==> config.mk <==
export PLATFORM = sky130hd
export DESIGN_NAME = intel_hex_record_encoder
export DESIGN_NICKNAME = d
export VERILOG_FILES = /design/src/hdl/ihex_pkg.sv /design/src/hdl/ihex_ctrl.sv /design/src/hdl/ihex_dp.sv /design/src/hdl/intel_hex_record_encoder.sv
export SDC_FILE = /design/constraint.sdc
export NUM_CORES = 1
export LEC_CHECK = 0
export ABC_AREA = 1
export ABC_CLOCK_PERIOD_IN_PS = 2800
export BUFFER_PORTS_ARGS = -buffer_cell sky130_fd_sc_hd__buf_2
export CORE_MARGIN = 1
export CORE_UTILIZATION = 56
export DETAILED_ROUTE_END_ITERATION = 7
export PLACE_DENSITY_LB_ADDON = 0.25
export SLEW_MARGIN = 20
export SYNTH_ARGS = -nofsm -noshare
export SYNTH_HDL_FRONTEND = slang
export SYNTH_SLANG_ARGS = --single-unit
==> constraint.sdc <==
create_clock -name clk -period 2.8 [get_ports clk]
set_clock_uncertainty 0.2 [all_clocks]
set_input_delay 0.14 -clock clk [delete_from_list [all_inputs] [get_ports clk]]
set_output_delay 0.14 -clock clk [all_outputs]
set_load 0.05 [all_outputs]
==> src/hdl/ihex_pkg.sv <==
package ihex_pkg;

  localparam int RECORD_BYTES = 16;
  localparam int BUF_DEPTH    = 16;
  localparam int IDX_W        = $clog2(BUF_DEPTH);
  localparam int CNT_W        = IDX_W + 1;

  localparam logic [1:0] CMD_START = 2'd0;
  localparam logic [1:0] CMD_DATA  = 2'd1;
  localparam logic [1:0] CMD_END   = 2'd2;
  localparam logic [1:0] CMD_EOF   = 2'd3;

  localparam logic [7:0]  CH_COLON  = 8'h3A;
  localparam logic [7:0]  CH_LF     = 8'h0A;
  localparam logic [7:0]  TYPE_DATA = 8'h00;
  localparam logic [7:0]  TYPE_EOF  = 8'h01;
  localparam logic [7:0]  TYPE_ELA  = 8'h04;
  localparam logic [7:0]  ELA_LEN   = 8'h02;
  localparam logic [15:0] PAGE_LAST = 16'hFFFF;

  typedef enum logic [1:0] {
    KIND_ELA,
    KIND_DATA,
    KIND_EOF
  } kind_t;

  typedef enum logic [2:0] {
    FLD_COLON,
    FLD_LEN,
    FLD_AHI,
    FLD_ALO,
    FLD_TYPE,
    FLD_DATA,
    FLD_CSUM,
    FLD_LF
  } field_t;

  typedef struct packed {
    logic   take;
    logic   emit;
    field_t field;
    logic   lo;
    logic   last;
    logic   sum_add;
    logic   idx_inc;
    logic   kind_load;
    kind_t  kind;
    logic   rec_end;
  } ctl_t;

  typedef struct packed {
    logic  out_free;
    logic  eof_req;
    logic  flush_req;
    logic  ela_req;
    logic  data_last;
    logic  len_zero;
    kind_t kind;
  } sts_t;

  function automatic logic [7:0] hex_char(input logic [3:0] n);
    logic [7:0] c;
    if (n < 4'd10) begin
      c = 8'h30 + {4'b0, n};
    end else begin
      c = 8'h37 + {4'b0, n};
    end
    return c;
  endfunction

endpackage

==> src/hdl/ihex_ctrl.sv <==
module ihex_ctrl (
  input  logic           clk,
  input  logic           rst,
  input  logic           in_valid,
  output logic           in_ready,
  input  ihex_pkg::sts_t sts,
  output ihex_pkg::ctl_t ctl
);

  typedef enum logic [3:0] {
    S_IDLE,
    S_FLUSH,
    S_COLON,
    S_LEN,
    S_AHI,
    S_ALO,
    S_TYPE,
    S_DATA,
    S_CSUM,
    S_LF
  } state_t;

  state_t state, state_next;
  logic   lo, lo_next;

  always_ff @(posedge clk) begin
    if (rst) begin
      state <= S_IDLE;
      lo    <= 1'b0;
    end else begin
      state <= state_next;
      lo    <= lo_next;
    end
  end

  assign in_ready = (state == S_IDLE);

  always_comb begin
    state_next    = state;
    lo_next       = lo;
    ctl           = '0;
    ctl.field     = ihex_pkg::FLD_COLON;
    ctl.kind      = ihex_pkg::KIND_DATA;
    ctl.lo        = lo;
    unique case (state) inside
      S_IDLE: begin
        ctl.take = in_valid;
        lo_next  = 1'b0;
        if (in_valid) begin
          if (sts.eof_req) begin
            ctl.kind_load = 1'b1;
            ctl.kind      = ihex_pkg::KIND_EOF;
            state_next    = S_COLON;
          end else if (sts.flush_req) begin
            state_next = S_FLUSH;
          end
        end
      end
      S_FLUSH: begin
        ctl.kind_load = 1'b1;
        ctl.kind      = sts.ela_req ? ihex_pkg::KIND_ELA : ihex_pkg::KIND_DATA;
        state_next    = S_COLON;
      end
      S_COLON: begin
        ctl.field = ihex_pkg::FLD_COLON;
        ctl.emit  = sts.out_free;
        if (sts.out_free) state_next = S_LEN;
      end
      S_LEN, S_AHI, S_ALO, S_TYPE, S_DATA, S_CSUM: begin
        unique case (state)
          S_LEN:   ctl.field = ihex_pkg::FLD_LEN;
          S_AHI:   ctl.field = ihex_pkg::FLD_AHI;
          S_ALO:   ctl.field = ihex_pkg::FLD_ALO;
          S_TYPE:  ctl.field = ihex_pkg::FLD_TYPE;
          S_DATA:  ctl.field = ihex_pkg::FLD_DATA;
          default: ctl.field = ihex_pkg::FLD_CSUM;
        endcase
        ctl.emit    = sts.out_free;
        ctl.sum_add = lo && (state != S_CSUM);
        if (sts.out_free) begin
          lo_next = !lo;
          if (lo) begin
            unique case (state)
              S_LEN:  state_next = S_AHI;
              S_AHI:  state_next = S_ALO;
              S_ALO:  state_next = S_TYPE;
              S_TYPE: state_next = sts.len_zero ? S_CSUM : S_DATA;
              S_DATA: begin
                if (sts.data_last) begin
                  state_next = S_CSUM;
                end else begin
                  ctl.idx_inc = 1'b1;
                end
              end
              default: state_next = S_LF;
            endcase
          end
        end
      end
      S_LF: begin
        ctl.field   = ihex_pkg::FLD_LF;
        ctl.emit    = sts.out_free;
        ctl.rec_end = sts.out_free;
        ctl.last    = (sts.kind != ihex_pkg::KIND_ELA);
        if (sts.out_free) begin
          if (sts.kind == ihex_pkg::KIND_ELA) begin
            ctl.kind_load = 1'b1;
            ctl.kind      = ihex_pkg::KIND_DATA;
            state_next    = S_COLON;
          end else begin
            state_next = S_IDLE;
          end
        end
      end
      default: state_next = S_IDLE;
    endcase
  end

`ifndef NO_ASSERTIONS
  a_emit_free: assert property (@(posedge clk) disable iff (rst)
    ctl.emit |-> sts.out_free)
    else $error("word emitted while output register busy");

  a_take_idle: assert property (@(posedge clk) disable iff (rst)
    (ctl.take && !sts.eof_req && !sts.flush_req) |=> (state == S_IDLE))
    else $error("item with no output left the idle state");

  a_flush_colon: assert property (@(posedge clk) disable iff (rst)
    (state == S_FLUSH) |=> (state == S_COLON))
    else $error("flush did not start a record");
`endif

endmodule

==> src/hdl/ihex_dp.sv <==
module ihex_dp (
  input  logic           clk,
  input  logic           rst,
  input  logic [1:0]     cmd,
  input  logic [31:0]    address,
  input  logic [7:0]     data_byte,
  input  logic           out_ready,
  output logic           out_valid,
  output logic [7:0]     character,
  output logic           last,
  input  ihex_pkg::ctl_t ctl,
  output ihex_pkg::sts_t sts
);

  logic [7:0]                   buffer [ihex_pkg::BUF_DEPTH];
  logic [ihex_pkg::CNT_W-1:0]   count;
  logic [31:0]                  rec_start;
  logic [31:0]                  next_addr;
  logic [15:0]                  upper;
  logic                         upper_valid;
  ihex_pkg::kind_t              kind;
  logic [ihex_pkg::IDX_W-1:0]   idx;
  logic [7:0]                   sum;

  logic [ihex_pkg::CNT_W-1:0]   count_inc;
  logic [ihex_pkg::CNT_W-1:0]   len;
  logic [7:0]                   cur_byte;
  logic [3:0]                   nib;
  logic [7:0]                   char_next;

  assign count_inc = count + ihex_pkg::CNT_W'(1);

  always_comb begin
    unique case (kind)
      ihex_pkg::KIND_ELA:  len = ihex_pkg::CNT_W'(ihex_pkg::ELA_LEN);
      ihex_pkg::KIND_DATA: len = count;
      default:             len = '0;
    endcase
  end

  always_comb begin
    sts.out_free  = !out_valid || out_ready;
    sts.eof_req   = (cmd == ihex_pkg::CMD_EOF);
    sts.kind      = kind;
    sts.len_zero  = (len == '0);
    sts.data_last = ({1'b0, idx} + ihex_pkg::CNT_W'(1)) == len;
    sts.ela_req   = !upper_valid || (upper != rec_start[31:16]);
    unique case (cmd) inside
      ihex_pkg::CMD_DATA:
        sts.flush_req = (count_inc >= ihex_pkg::CNT_W'(ihex_pkg::RECORD_BYTES))
                        || (next_addr[15:0] == ihex_pkg::PAGE_LAST);
      ihex_pkg::CMD_START, ihex_pkg::CMD_END:
        sts.flush_req = (count != '0);
      default:
        sts.flush_req = 1'b0;
    endcase
  end

  always_comb begin
    cur_byte = '0;
    case (ctl.field)
      ihex_pkg::FLD_LEN:  cur_byte = 8'(len);
      ihex_pkg::FLD_AHI:  cur_byte = (kind == ihex_pkg::KIND_DATA) ? rec_start[15:8] : 8'h00;
      ihex_pkg::FLD_ALO:  cur_byte = (kind == ihex_pkg::KIND_DATA) ? rec_start[7:0] : 8'h00;
      ihex_pkg::FLD_TYPE: begin
        unique case (kind)
          ihex_pkg::KIND_ELA:  cur_byte = ihex_pkg::TYPE_ELA;
          ihex_pkg::KIND_DATA: cur_byte = ihex_pkg::TYPE_DATA;
          default:             cur_byte = ihex_pkg::TYPE_EOF;
        endcase
      end
      ihex_pkg::FLD_DATA: begin
        if (kind == ihex_pkg::KIND_ELA) begin
          cur_byte = idx[0] ? rec_start[23:16] : rec_start[31:24];
        end else begin
          cur_byte = buffer[idx];
        end
      end
      ihex_pkg::FLD_CSUM: cur_byte = 8'h00 - sum;
      default:            cur_byte = '0;
    endcase
    nib = ctl.lo ? cur_byte[3:0] : cur_byte[7:4];
    case (ctl.field)
      ihex_pkg::FLD_COLON: char_next = ihex_pkg::CH_COLON;
      ihex_pkg::FLD_LF:    char_next = ihex_pkg::CH_LF;
      default:             char_next = ihex_pkg::hex_char(nib);
    endcase
  end

  always_ff @(posedge clk) begin
    if (rst) begin
      out_valid   <= 1'b0;
      count       <= '0;
      rec_start   <= '0;
      next_addr   <= '0;
      upper       <= '0;
      upper_valid <= 1'b0;
      kind        <= ihex_pkg::KIND_DATA;
      idx         <= '0;
      sum         <= '0;
    end else begin
      if (ctl.emit) begin
        out_valid <= 1'b1;
        character <= char_next;
        last      <= ctl.last;
      end else if (out_ready) begin
        out_valid <= 1'b0;
      end

      if (ctl.take) begin
        unique case (cmd)
          ihex_pkg::CMD_START: next_addr <= address;
          ihex_pkg::CMD_DATA: begin
            buffer[count[ihex_pkg::IDX_W-1:0]] <= data_byte;
            count     <= count_inc;
            next_addr <= next_addr + 32'd1;
            if (count == '0) rec_start <= next_addr;
          end
          ihex_pkg::CMD_EOF: begin
            count       <= '0;
            upper       <= '0;
            upper_valid <= 1'b0;
          end
          default: ;
        endcase
      end

      if (ctl.rec_end) begin
        if (kind == ihex_pkg::KIND_ELA) begin
          upper       <= rec_start[31:16];
          upper_valid <= 1'b1;
        end else if (kind == ihex_pkg::KIND_DATA) begin
          count <= '0;
        end
      end

      if (ctl.kind_load) begin
        kind <= ctl.kind;
        idx  <= '0;
        sum  <= '0;
      end else begin
        if (ctl.emit && ctl.sum_add) sum <= sum + cur_byte;
        if (ctl.idx_inc) idx <= idx + ihex_pkg::IDX_W'(1);
      end
    end
  end

`ifndef NO_ASSERTIONS
  a_count_max: assert property (@(posedge clk) disable iff (rst)
    count <= ihex_pkg::CNT_W'(ihex_pkg::RECORD_BYTES))
    else $error("buffer count beyond record size");

  a_data_nonempty: assert property (@(posedge clk) disable iff (rst)
    (ctl.kind_load && (ctl.kind == ihex_pkg::KIND_DATA)) |-> (count != '0))
    else $error("data record started with empty buffer");

  a_ela_needed: assert property (@(posedge clk) disable iff (rst)
    (ctl.kind_load && (ctl.kind == ihex_pkg::KIND_ELA))
      |-> (!upper_valid || (upper != rec_start[31:16])))
    else $error("extended address record not needed");
`endif

endmodule

==> src/hdl/intel_hex_record_encoder.sv <==
// Intel HEX writer: takes one command word at a time (start segment, data byte, end segment,
// end of file) and sends the HEX text one ASCII character per output word, with last set
// on the final character caused by the command. Data bytes collect into records of up to
// 16 bytes; a data byte that neither fills the record nor ends a 64K page gives no output.
// A command that emits a record is decided in the idle state, passes a flush state when
// buffered bytes are to go out (not for end of file), then sends its characters through
// the single character output register: 12 + 2n characters for an n-byte data record,
// 16 more when an extended address record comes first, 12 for the end-of-file record.
// The output register holds a character while out_ready is low. A new command is taken
// only once the previous one has issued all of its characters.
module intel_hex_record_encoder (
  input  logic        clk,
  input  logic        rst,
  input  logic        in_valid,
  output logic        in_ready,
  input  logic [1:0]  cmd,
  input  logic [31:0] address,
  input  logic [7:0]  data_byte,
  output logic        out_valid,
  input  logic        out_ready,
  output logic [7:0]  character,
  output logic        last
);

  ihex_pkg::ctl_t ctl;
  ihex_pkg::sts_t sts;

  ihex_ctrl u_ctrl (
    .clk      (clk),
    .rst      (rst),
    .in_valid (in_valid),
    .in_ready (in_ready),
    .sts      (sts),
    .ctl      (ctl)
  );

  ihex_dp u_dp (
    .clk       (clk),
    .rst       (rst),
    .cmd       (cmd),
    .address   (address),
    .data_byte (data_byte),
    .out_ready (out_ready),
    .out_valid (out_valid),
    .character (character),
    .last      (last),
    .ctl       (ctl),
    .sts       (sts)
  );

endmodule
==> impl_metrics.ini, run 1 <==
[floorplanning]
die-height_um = 149
num_io_pins = 57
core_um2 = 21100
die_area_um2 = 22200
die_w_um = 149
start_util = 0.573
row_count = 53

[final_layout]
layout-drive-gt1-share = 0.208
layout.nets = 1661
final_area_um2 = 15200
num_antenna_cells = 0
final_util = 0.719
area_growth_pct = 25.4
fill_cells = 1545
instances_no_fill = 1894

[timing]
setup_slack_ns = -0.0629
setup_viol = 2
worstMarginPinSlew_ns = 0.588
timing.slew.headroom = 0.607
hold_viol_final = 1
max_freq_ghz = 0.349
slew_violations = 0
fin_crit_sh = 1.02
fin_crit_ns = 2.86
whs_ns = -0.00244
rsz0062_at_grt = yes

[critical_path]
critPathCaptureType = flip-flop
worstSetupPathType = reg -> reg
critPathRequiredTime_ns = 3.03
worstPathArrival_ns = 3.10
critPathMaxFanout = 6
startpoint_type = flip-flop

[global_routing]
grt_max_degree = 38
track_usage = 0.304
antenna_found_initial = 0
grt_pass1_wl_mm = 52.8
grt-ovfl-total = 0
grt_pass1_vias = 10100

[logic_synthesis]
syn_area_um2 = 12100
yosys.area.top_type = edfxtp_1
syn_nets = 1492
ys_types = 54
synth_area_leaders = edfxtp_1 (34%), dfxtp_1 (18%), nand2_1 (11%)
synth_flop_cell = edfxtp_1
synth-seq-cells = 246
ys_seq_area_frac = 0.520
yosys_warnings = 0
synth_cells = 1430
synth_top_area_share = 0.338
syn_area_per_cell_um2 = 8.46
synth-edff-count = 136
ys_async_sr_fraction = 0
synth.most_common_cell = nand2_1
synthTopCellsByCount = nand2_1 (350), nand3_1 (140), edfxtp_1 (136)

[pwr]
leakagePower_uw = 0.00598
pwr_density_cell_nw_per_um2 = 666
combPwrFrac = 0.209
power.internal_uw = 7000
vdd_ir_drop_max_mv = 0.535
sw_frac_of_total = 0.307
power_switching_uw = 3100
seqPwrFrac = 0.426
p_clk_frac = 0.364

[route]
antenna_left = 0
vias = 10900
vias_per_cell = 5.76
wl_mm = 34.3
routedWlPerCell_um = 18.1
drc = 0
drt_pass1_iterations = 6
drt_iter0_drc = 1135

[placement]
dp_hpwl_mm = 22.0
gp_congestion = 0.930
placed_cell_area_um2 = 13100
io_buffers = 55
dp_cells = 1782

[clock_network]
cts_sinks = 246
cts-htree-levels = 1
worstSkewPairLatency_ns = 0.55
cts_tree = built
cts-buffers-inserted = 26
path_clk_slew_ns = 0.06
root_buffer = clkbuf_16
cts_max_path_buffers = 3

[min_path]
hp-class = in -> reg

[status]
outcome = complete, but fails checks
violations = hold timing, setup timing

[run]
maxCapViolCount = 0
## per-layer routing
metal  wire length, um  vias up  GRT usage
li1                  -     5173          -
met1             14700     5122      0.441
met2             15700      531      0.483
met3              3000       82     0.0416
met4               913        0     0.0755
met5                 0        -          0
## sequential cells by signal (all words and copies together), names as in the netlist, named ones only
register,flops
u_dp.next_addr,32
u_dp.sum,8
u_dp.idx,4
u_ctrl.lo,1
u_dp.rec_start,32
u_dp.out_valid,1
u_ctrl.state,4
u_dp.kind,2
u_dp.upper,16
u_dp.last,1
u_dp.buffer,128
u_dp.count,5
u_dp.upper_valid,1
u_dp.character,7
## kinds of logic (layout without fill, tap and decap cells)
logic type / count (synthesis) / count (layout) / share of synthesized area
other: 1 / 1 / 0.000310
XOR/XNOR: 29 / 29 / 0.0210
adder cells (fa/ha/maj): 16 / 16 / 0.0172
flip-flops: 246 / 246 / 0.520
buffers and inverters: 183 / 372 / 0.0615
AO/OA/AOI/OAI: 247 / 247 / 0.112
AND/OR/NAND/NOR: 708 / 708 / 0.268
## power by group through the flow
stage,clock network (uW),logic (uW),registers (uW)
3_5_place_dp,0,1930,4360
4_1_cts,3700,2020,4290
5_1_grt,3860,2320,4330
6_report,3680,2110,4310
3_3_place_gp,0,1900,4350
2_1_floorplan,0,1320,4410
## worst max-delay path, cell delays in order, from the launching register on
cell and delay, ns:
dfxtp_4 0.42, inv_8 0.07, clkbuf_16 0.16, buf_6 0.12, nand2_2 0.06, nand3_2 0.06
nand3_1 0.08, nand3_1 0.09, nand2_2 0.13, a21o_1 0.19, nand2_2 0.09, ha_4 0.31
buf_6 0.12, nand2_4 0.07, nor2_4 0.08, a21oi_2 0.06, nand2_1 0.08, nand2_2 0.07
nor2_4 0.14, nand2_1 0.06, nand2_1 0.06, nor2_1 0.04
## path summary, 6_finish.rpt
| path | startpoint | cells past startpoint | endpoint | slack, ns |
|---|---|---|---|---|
| worst max-delay path | flip-flop | 21 | u_dp.sum[7] | -0.06 |
| worst min-delay path | cmd[1] | 4 | u_dp.next_addr[1] | -0.002 |
| worst max register to register | flip-flop | 21 | u_dp.sum[7] | -0.06 |
| worst min register to register | u_dp.upper[7] | 2 | u_dp.upper[7] | 0.26 |
## what timing repair did
item / in CTS / in global routing
setup endpoints to repair: 5 / 16
hold buffers: 50 / 0
gates resized for setup: 20 / 92
pin swaps: 1 / 37
cloned: 0 / 3
buffers inserted: 4 / 7
hold endpoints to repair: 180 / 0
## final cells by class
| class | count | area (um^2) | area share |
|---|---|---|---|
| Sequential cell | 246 | 6300 | 0.416 |
| Multi-Input combinational cell | 1001 | 5410 | 0.357 |
| Timing Repair Buffer | 202 | 1690 | 0.111 |
| Clock buffer | 30 | 686 | 0.0452 |
| Inverter | 122 | 487 | 0.0321 |
| Tap cell | 275 | 344 | 0.0227 |
| Clock inverter | 18 | 240 | 0.0158 |
## through the flow
| stage | hold slack [ns] | setup WS (ns) | power [uW] | setup TNS [ns] |
|---|---|---|---|---|
| finish | -0.00244 | -0.0629 | 10100 | -0.114 |
| floorplan | 0.0389 | 0.0107 | 5740 | 0 |
| CTS | 0.00447 | 0.0105 | 10000 | 0 |
| global route | 0.0187 | -0.179 | 10500 | -0.751 |
| global placement | 0.197 | -0.112 | 6250 | -0.248 |
| detailed placement | 0.217 | -0.170 | 6290 | -0.459 |
## cells in the final DEF, fill, tap and decap left out, types with 17 or more instances in the layout
| master | instances |
|---|---|
| nand2_1 | 333 |
| edfxtp_1 | 136 |
| nor2_1 | 124 |
| nand3_1 | 118 |
| dfxtp_1 | 101 |
| a21oi_1 | 99 |
| inv_1 | 98 |
| o21ai_0 | 80 |
| buf_4 | 78 |
| buf_2 | 55 |
| dlygate4sd3_1 | 50 |
| clkbuf_16 | 29 |
| nand2_2 | 23 |
| nand3_2 | 23 |
| nor2_4 | 17 |
| nand4_1 | 17 |
Power figures use the tool's default switching activity.
==> run 2, diff against run 1 <==
--- a/config.mk
+++ b/config.mk
@@ -7,7 +7,7 @@
 export LEC_CHECK = 0
 export ABC_AREA = 1
 export ABC_CLOCK_PERIOD_IN_PS = 2800
-export BUFFER_PORTS_ARGS = -buffer_cell sky130_fd_sc_hd__buf_2
+export BUFFER_PORTS_ARGS = -buffer_cell sky130_fd_sc_hd__buf_4
 export CORE_MARGIN = 1
 export CORE_UTILIZATION = 56
 export DETAILED_ROUTE_END_ITERATION = 7
==> impl_metrics.ini, run 2 (synthesis gave the netlist of run 1 again) <==
[status]
outcome = finished, final reports clean

[timing]
whs_ns = 0.0215
fin_crit_ns = 2.75
timing.slew.headroom = 0.532
worstMarginPinSlew_ns = 0.701
setup_slack_ns = 0.0461
rsz0062_at_grt = yes
fin_crit_sh = 0.984
setup_viol = 0
slew_violations = 0
max_freq_ghz = 0.363
hold_viol_final = 0

[critical_path]
worstReg2RegStart = u_dp.sum[0]
worstRegToRegCells = 15
worstPathArrival_ns = 2.96
startpoint_type = flip-flop
worstSetupPathType = reg -> reg
critPathRequiredTime_ns = 3.01
critPathCaptureType = flip-flop
reg2reg_to = u_dp.sum[6]
critPathMaxFanout = 5
rrSetupSlack_ns = 0.05

[route]
antenna_left = 0
wl_mm = 32.2
drt_iter0_drc = 1041
vias = 10700
drc = 0
drt_pass1_iterations = 5
vias_per_cell = 5.65
routedWlPerCell_um = 17.1

[clock_network]
worstSkewPairLatency_ns = 0.54
cts-htree-levels = 1
cts_max_path_buffers = 3
cts_sinks = 246
cts_tree = built
root_buffer = clkbuf_16
cts-buffers-inserted = 26
path_clk_slew_ns = 0.06

[min_path]
hp-class = in -> reg
min_to = u_dp.count[1]
holdPathStages = 7
hold_start = in_valid

[pwr]
vdd_ir_drop_max_mv = 0.517
pwr_density_cell_nw_per_um2 = 657
leakagePower_uw = 0.00588

[global_routing]
grt_max_degree = 44
grt_pass1_wl_mm = 50.6
antenna_found_initial = 0
track_usage = 0.292
grt_pass1_vias = 9728
grt-ovfl-total = 0

[floorplanning]
start_util = 0.573
die_area_um2 = 22200
num_io_pins = 57
row_count = 53
core_um2 = 21100
die_w_um = 149
die-height_um = 149

[final_layout]
layout-drive-gt1-share = 0.185
multi_input_area_um2 = 5280
final_area_um2 = 14900
area_growth_pct = 23.6
layout.nets = 1653
final_common_cell = nand2_1
layout_common_cells = nand2_1 (344), edfxtp_1 (136), buf_4 (134)
num_antenna_cells = 0
fill_cells = 1574
seq_area_um2 = 6290
largest_reg_flops = 128

[run]
maxCapViolCount = 0

[placement]
gp_congestion = 1.00
placed_cell_area_um2 = 13300
dp_hpwl_mm = 22.1
io_buffers = 55
place_worst_setup_slack_ns = -0.151
## run 2: cell types whose count changed in the layout (fill, tap and decap cells not counted), moves of 10 or more
cell     previous run  this run
buf_2              55         0
nand3_1           118       131
nand2_2            23        13
nand2_1           333       344
nand3_2            23        11
buf_4              78       134
## run 2: power by group
group,internal [uW],total [uW],leakage (uW),switching (uW)
Clock,2000,3380,0.000419,1390
Sequential,4060,4310,0.00212,248
Combinational,732,2120,0.00334,1390
## run 2: worst max-delay path by stage
| stage | from | to | slack, ns | cells past startpoint |
|---|---|---|---|---|
| floorplan | flip-flop | u_dp.sum[6] | 0.01 | 19 |
| global placement | flip-flop | u_dp.sum[6] | -0.05 | 18 |
| detailed placement | flip-flop | u_dp.sum[6] | -0.15 | 18 |
| CTS | flip-flop | u_dp.sum[3] | 0.001 | 19 |
| global route | flip-flop | u_dp.sum[7] | -0.11 | 20 |
| finish | u_dp.sum[0] | u_dp.sum[6] | 0.05 | 15 |
## run 2: per-stage QoR
step                      setup TNS, ns  power, uW  std cells   util
after floorplan                       0       5740       1430      -
after global placement          -0.0547       6310       1790  0.632
after detailed placement         -0.338       6350       1790  0.632
after CTS                             0       9770       1884  0.697
after global routing             -0.866      10200       1886  0.709
final                                 0       9810       1886  0.709
## run 2: final cells by class
cell class | instances | share of cell area
clock buffer | 42 | 0.0522
timing repair buffer | 194 | 0.114
sequential | 246 | 0.421
tap | 275 | 0.0230
multi-input combinational | 1001 | 0.353
inverter | 122 | 0.0320
clock inverter | 6 | 0.00469
## run 2: routing by layer
| metal | track usage | up-vias | part of all wire |
|---|---|---|---|
| li1 | - | 5161 | - |
| met1 | 0.420 | 4987 | 0.44 |
| met2 | 0.459 | 457 | 0.46 |
| met3 | 0.0394 | 51 | 0.079 |
| met4 | 0.0867 | 0 | 0.022 |
| met5 | 0 | - | 0 |
## run 2: worst max-delay path: stages, from the launching register on
cell,delay [ns]
dfxtp_2,0.37
inv_1,0.07
ha_1,0.22
or2_2,0.30
nand3_1,0.09
nand4_1,0.09
nor2_1,0.18
nand2_2,0.11
ha_4,0.32
nand2_1,0.08
o21ai_2,0.16
a21oi_1,0.09
nor2_1,0.10
nor2_1,0.06
xor2_1,0.13
a21oi_1,0.08
## run 2: what timing repair did
item / in CTS / in global routing
hold buffers: 46 / 0
setup endpoints to repair: 4 / 90
pin swaps: 0 / 6
hold endpoints to repair: 189 / 0
setup buffers: 0 / 1
cloned: 0 / 1
resized for setup: 14 / 52
==> run 3, diff against run 2 <==
--- a/config.mk
+++ b/config.mk
@@ -5,7 +5,7 @@
 export SDC_FILE = /design/constraint.sdc
 export NUM_CORES = 1
 export LEC_CHECK = 0
-export ABC_AREA = 1
+export ABC_AREA = 0
 export ABC_CLOCK_PERIOD_IN_PS = 2800
 export BUFFER_PORTS_ARGS = -buffer_cell sky130_fd_sc_hd__buf_4
 export CORE_MARGIN = 1
==> impl_metrics.ini, run 3 <==
[status]
outcome = complete, but fails checks
violations = setup timing

[route]
drc = 0
drt_iter0_drc = 1032
routedWlPerCell_um = 21.6
antenna_left = 0
vias_per_cell = 6.19
vias = 9905
wl_mm = 34.7
drt_pass1_iterations = 6

[min_path]
min_to = u_dp.buffer[10][5]
hold_start = data_byte[5]
holdPathStages = 2
hp-class = in -> reg

[floorplanning]
core_um2 = 20200
num_io_pins = 57
die-height_um = 146
die_w_um = 146
die_area_um2 = 21200
row_count = 52
start_util = 0.570

[placement]
io_buffers = 55
placed_cell_area_um2 = 13500
gp_congestion = 0.920
dp_hpwl_mm = 21.6
dp_cells = 1469

[logic_synthesis]
synth.most_common_cell = edfxtp_1
syn_area_per_cell_um2 = 11.0
synth_top_area_share = 0.354
yosys_warnings = 0
yosys.area.top_type = edfxtp_1
ys_seq_area_frac = 0.545
synth_flop_cell = edfxtp_1
synth_area_leaders = edfxtp_1 (35%), dfxtp_1 (19%), mux4_2 (6.6%)
synth-seq-cells = 246
synthTopCellsByCount = edfxtp_1 (136), nand2_1 (119), dfxtp_1 (110)
syn_nets = 1111
synth-edff-count = 136
ys_async_sr_fraction = 0
synth_cells = 1049
ys_types = 78
syn_area_um2 = 11500

[global_routing]
grt_pass1_wl_mm = 52.4
track_usage = 0.320
grt_pass1_vias = 9429
grt_max_degree = 60
grt-ovfl-total = 0
antenna_found_initial = 2

[final_layout]
largest_reg_flops = 128
fill_cells = 1208
final_area_um2 = 15600
seq_area_um2 = 6300
layout_common_cells = buf_4 (213), edfxtp_1 (136), nand2_1 (116)
area_growth_pct = 35.3
multi_input_area_um2 = 5280
layout.nets = 1372
final_common_cell = buf_4
layout-drive-gt1-share = 0.317
final_util = 0.772
instances_no_fill = 1601

[timing]
hold_viol_final = 0
setup_viol = 14
slew_violations = 0
max_freq_ghz = 0.272
timing.slew.headroom = 0.434
rsz0062_at_grt = yes
whs_ns = 0.260
setup_slack_ns = -0.878
fin_crit_sh = 1.31
worstMarginPinSlew_ns = 0.848
fin_crit_ns = 3.68

[critical_path]
critPathRequiredTime_ns = 3.03
critPathMaxFanout = 6
startpoint_type = flip-flop
rrSetupSlack_ns = -0.88
worstSetupPathType = reg -> reg
worstPathArrival_ns = 3.91
reg2reg_to = u_dp.sum[7]
critPathCaptureType = flip-flop
worstRegToRegCells = 14

[clock_network]
cts_tree = built
cts_max_path_buffers = 3
worstSkewPairLatency_ns = 0.54
cts-htree-levels = 1
cts_sinks = 246
cts-buffers-inserted = 26
root_buffer = clkbuf_16
path_clk_slew_ns = 0.06

[pwr]
leakagePower_uw = 0.00549
pwr_density_cell_nw_per_um2 = 579
vdd_ir_drop_max_mv = 0.549

[run]
maxCapViolCount = 0
-- run 3: per-stage QoR --
step,total power [uW],TNS [ns],setup slack [ns]
2_1_floorplan,4910,-1.56,-0.630
3_3_place_gp,5460,-6.50,-0.934
3_5_place_dp,5480,-7.25,-1.00
4_1_cts,8920,-5.11,-0.725
5_1_grt,9330,-8.23,-1.02
6_report,9040,-6.87,-0.878
-- run 3: cell type report --
class / instances / area share
timing repair buffer: 306 / 0.177
sequential: 246 / 0.404
clock inverter: 12 / 0.00769
multi-input combinational: 708 / 0.338
antenna: 1 / 0.000160
inverter: 22 / 0.00545
tap: 270 / 0.0216
clock buffer: 36 / 0.0462
-- run 3: critical path: stages, from the launching register on --
cell	delay [ns]
dfxtp_4	0.37
buf_8	0.14
mux4_2	0.50
mux2i_1	0.17
nand3_1	0.12
a221oi_2	0.37
inv_1	0.09
ha_1	0.28
a21o_1	0.18
a211oi_2	0.21
nor2_2	0.07
o41ai_2	0.25
xor2_1	0.24
a211oi_1	0.12
a31o_2	0.25
-- run 3: power by group --
| part | internal (uW) | switching, uW | leakage [uW] |
|---|---|---|---|
| Clock | 1990 | 1420 | 0.000413 |
| Combinational | 648 | 893 | 0.00297 |
| Sequential | 3950 | 144 | 0.00211 |
-- run 3: how the worst max path moves through the flow --
| stage | end | slack [ns] | cells after the start |
|---|---|---|---|
| 3_3_place_gp | u_dp.sum[7] | -0.93 | 13 |
| 2_1_floorplan | u_dp.sum[7] | -0.63 | 13 |
| 5_1_grt | u_dp.sum[7] | -1.02 | 14 |
| 3_5_place_dp | u_dp.sum[7] | -1.00 | 13 |
| 4_1_cts | u_dp.sum[7] | -0.72 | 14 |
| 6_report | u_dp.sum[7] | -0.88 | 14 |
-- run 3: kinds of logic (layout without fill, tap and decap cells) --
| kind of cell | count (synthesis) | in the layout | share of synthesized area |
|---|---|---|---|
| AND/OR/NAND/NOR | 344 | 344 | 0.144 |
| AO/OA/AOI/OAI | 248 | 248 | 0.137 |
| flip-flops | 246 | 246 | 0.545 |
| buffers and inverters | 95 | 376 | 0.0357 |
| multiplexers | 65 | 65 | 0.0944 |
| XOR/XNOR | 34 | 34 | 0.0258 |
| adder cells (fa/ha/maj) | 16 | 16 | 0.0180 |
| other | 1 | 2 | 0.000325 |
-- run 3: what timing repair did --
action                                  4_1_cts  5_1_grt
gates cloned                                  0        2
pin swaps                                    24       31
resized for setup                            64       42
endpoints found under the hold margin       186        0
endpoints found under the setup margin       18      162
hold buffers                                 57        0
buffers inserted                             27       12
-- run 3: per-layer routing --
metal | up-vias | GRT usage | share of wire | wire [um]
met5 | - | 0 | 0 | 0
met4 | 0 | 0.128 | 0.046 | 1610
met3 | 117 | 0.0671 | 0.097 | 3350
met2 | 585 | 0.499 | 0.46 | 15800
met1 | 4760 | 0.441 | 0.40 | 13900
li1 | 4443 | - | - | -
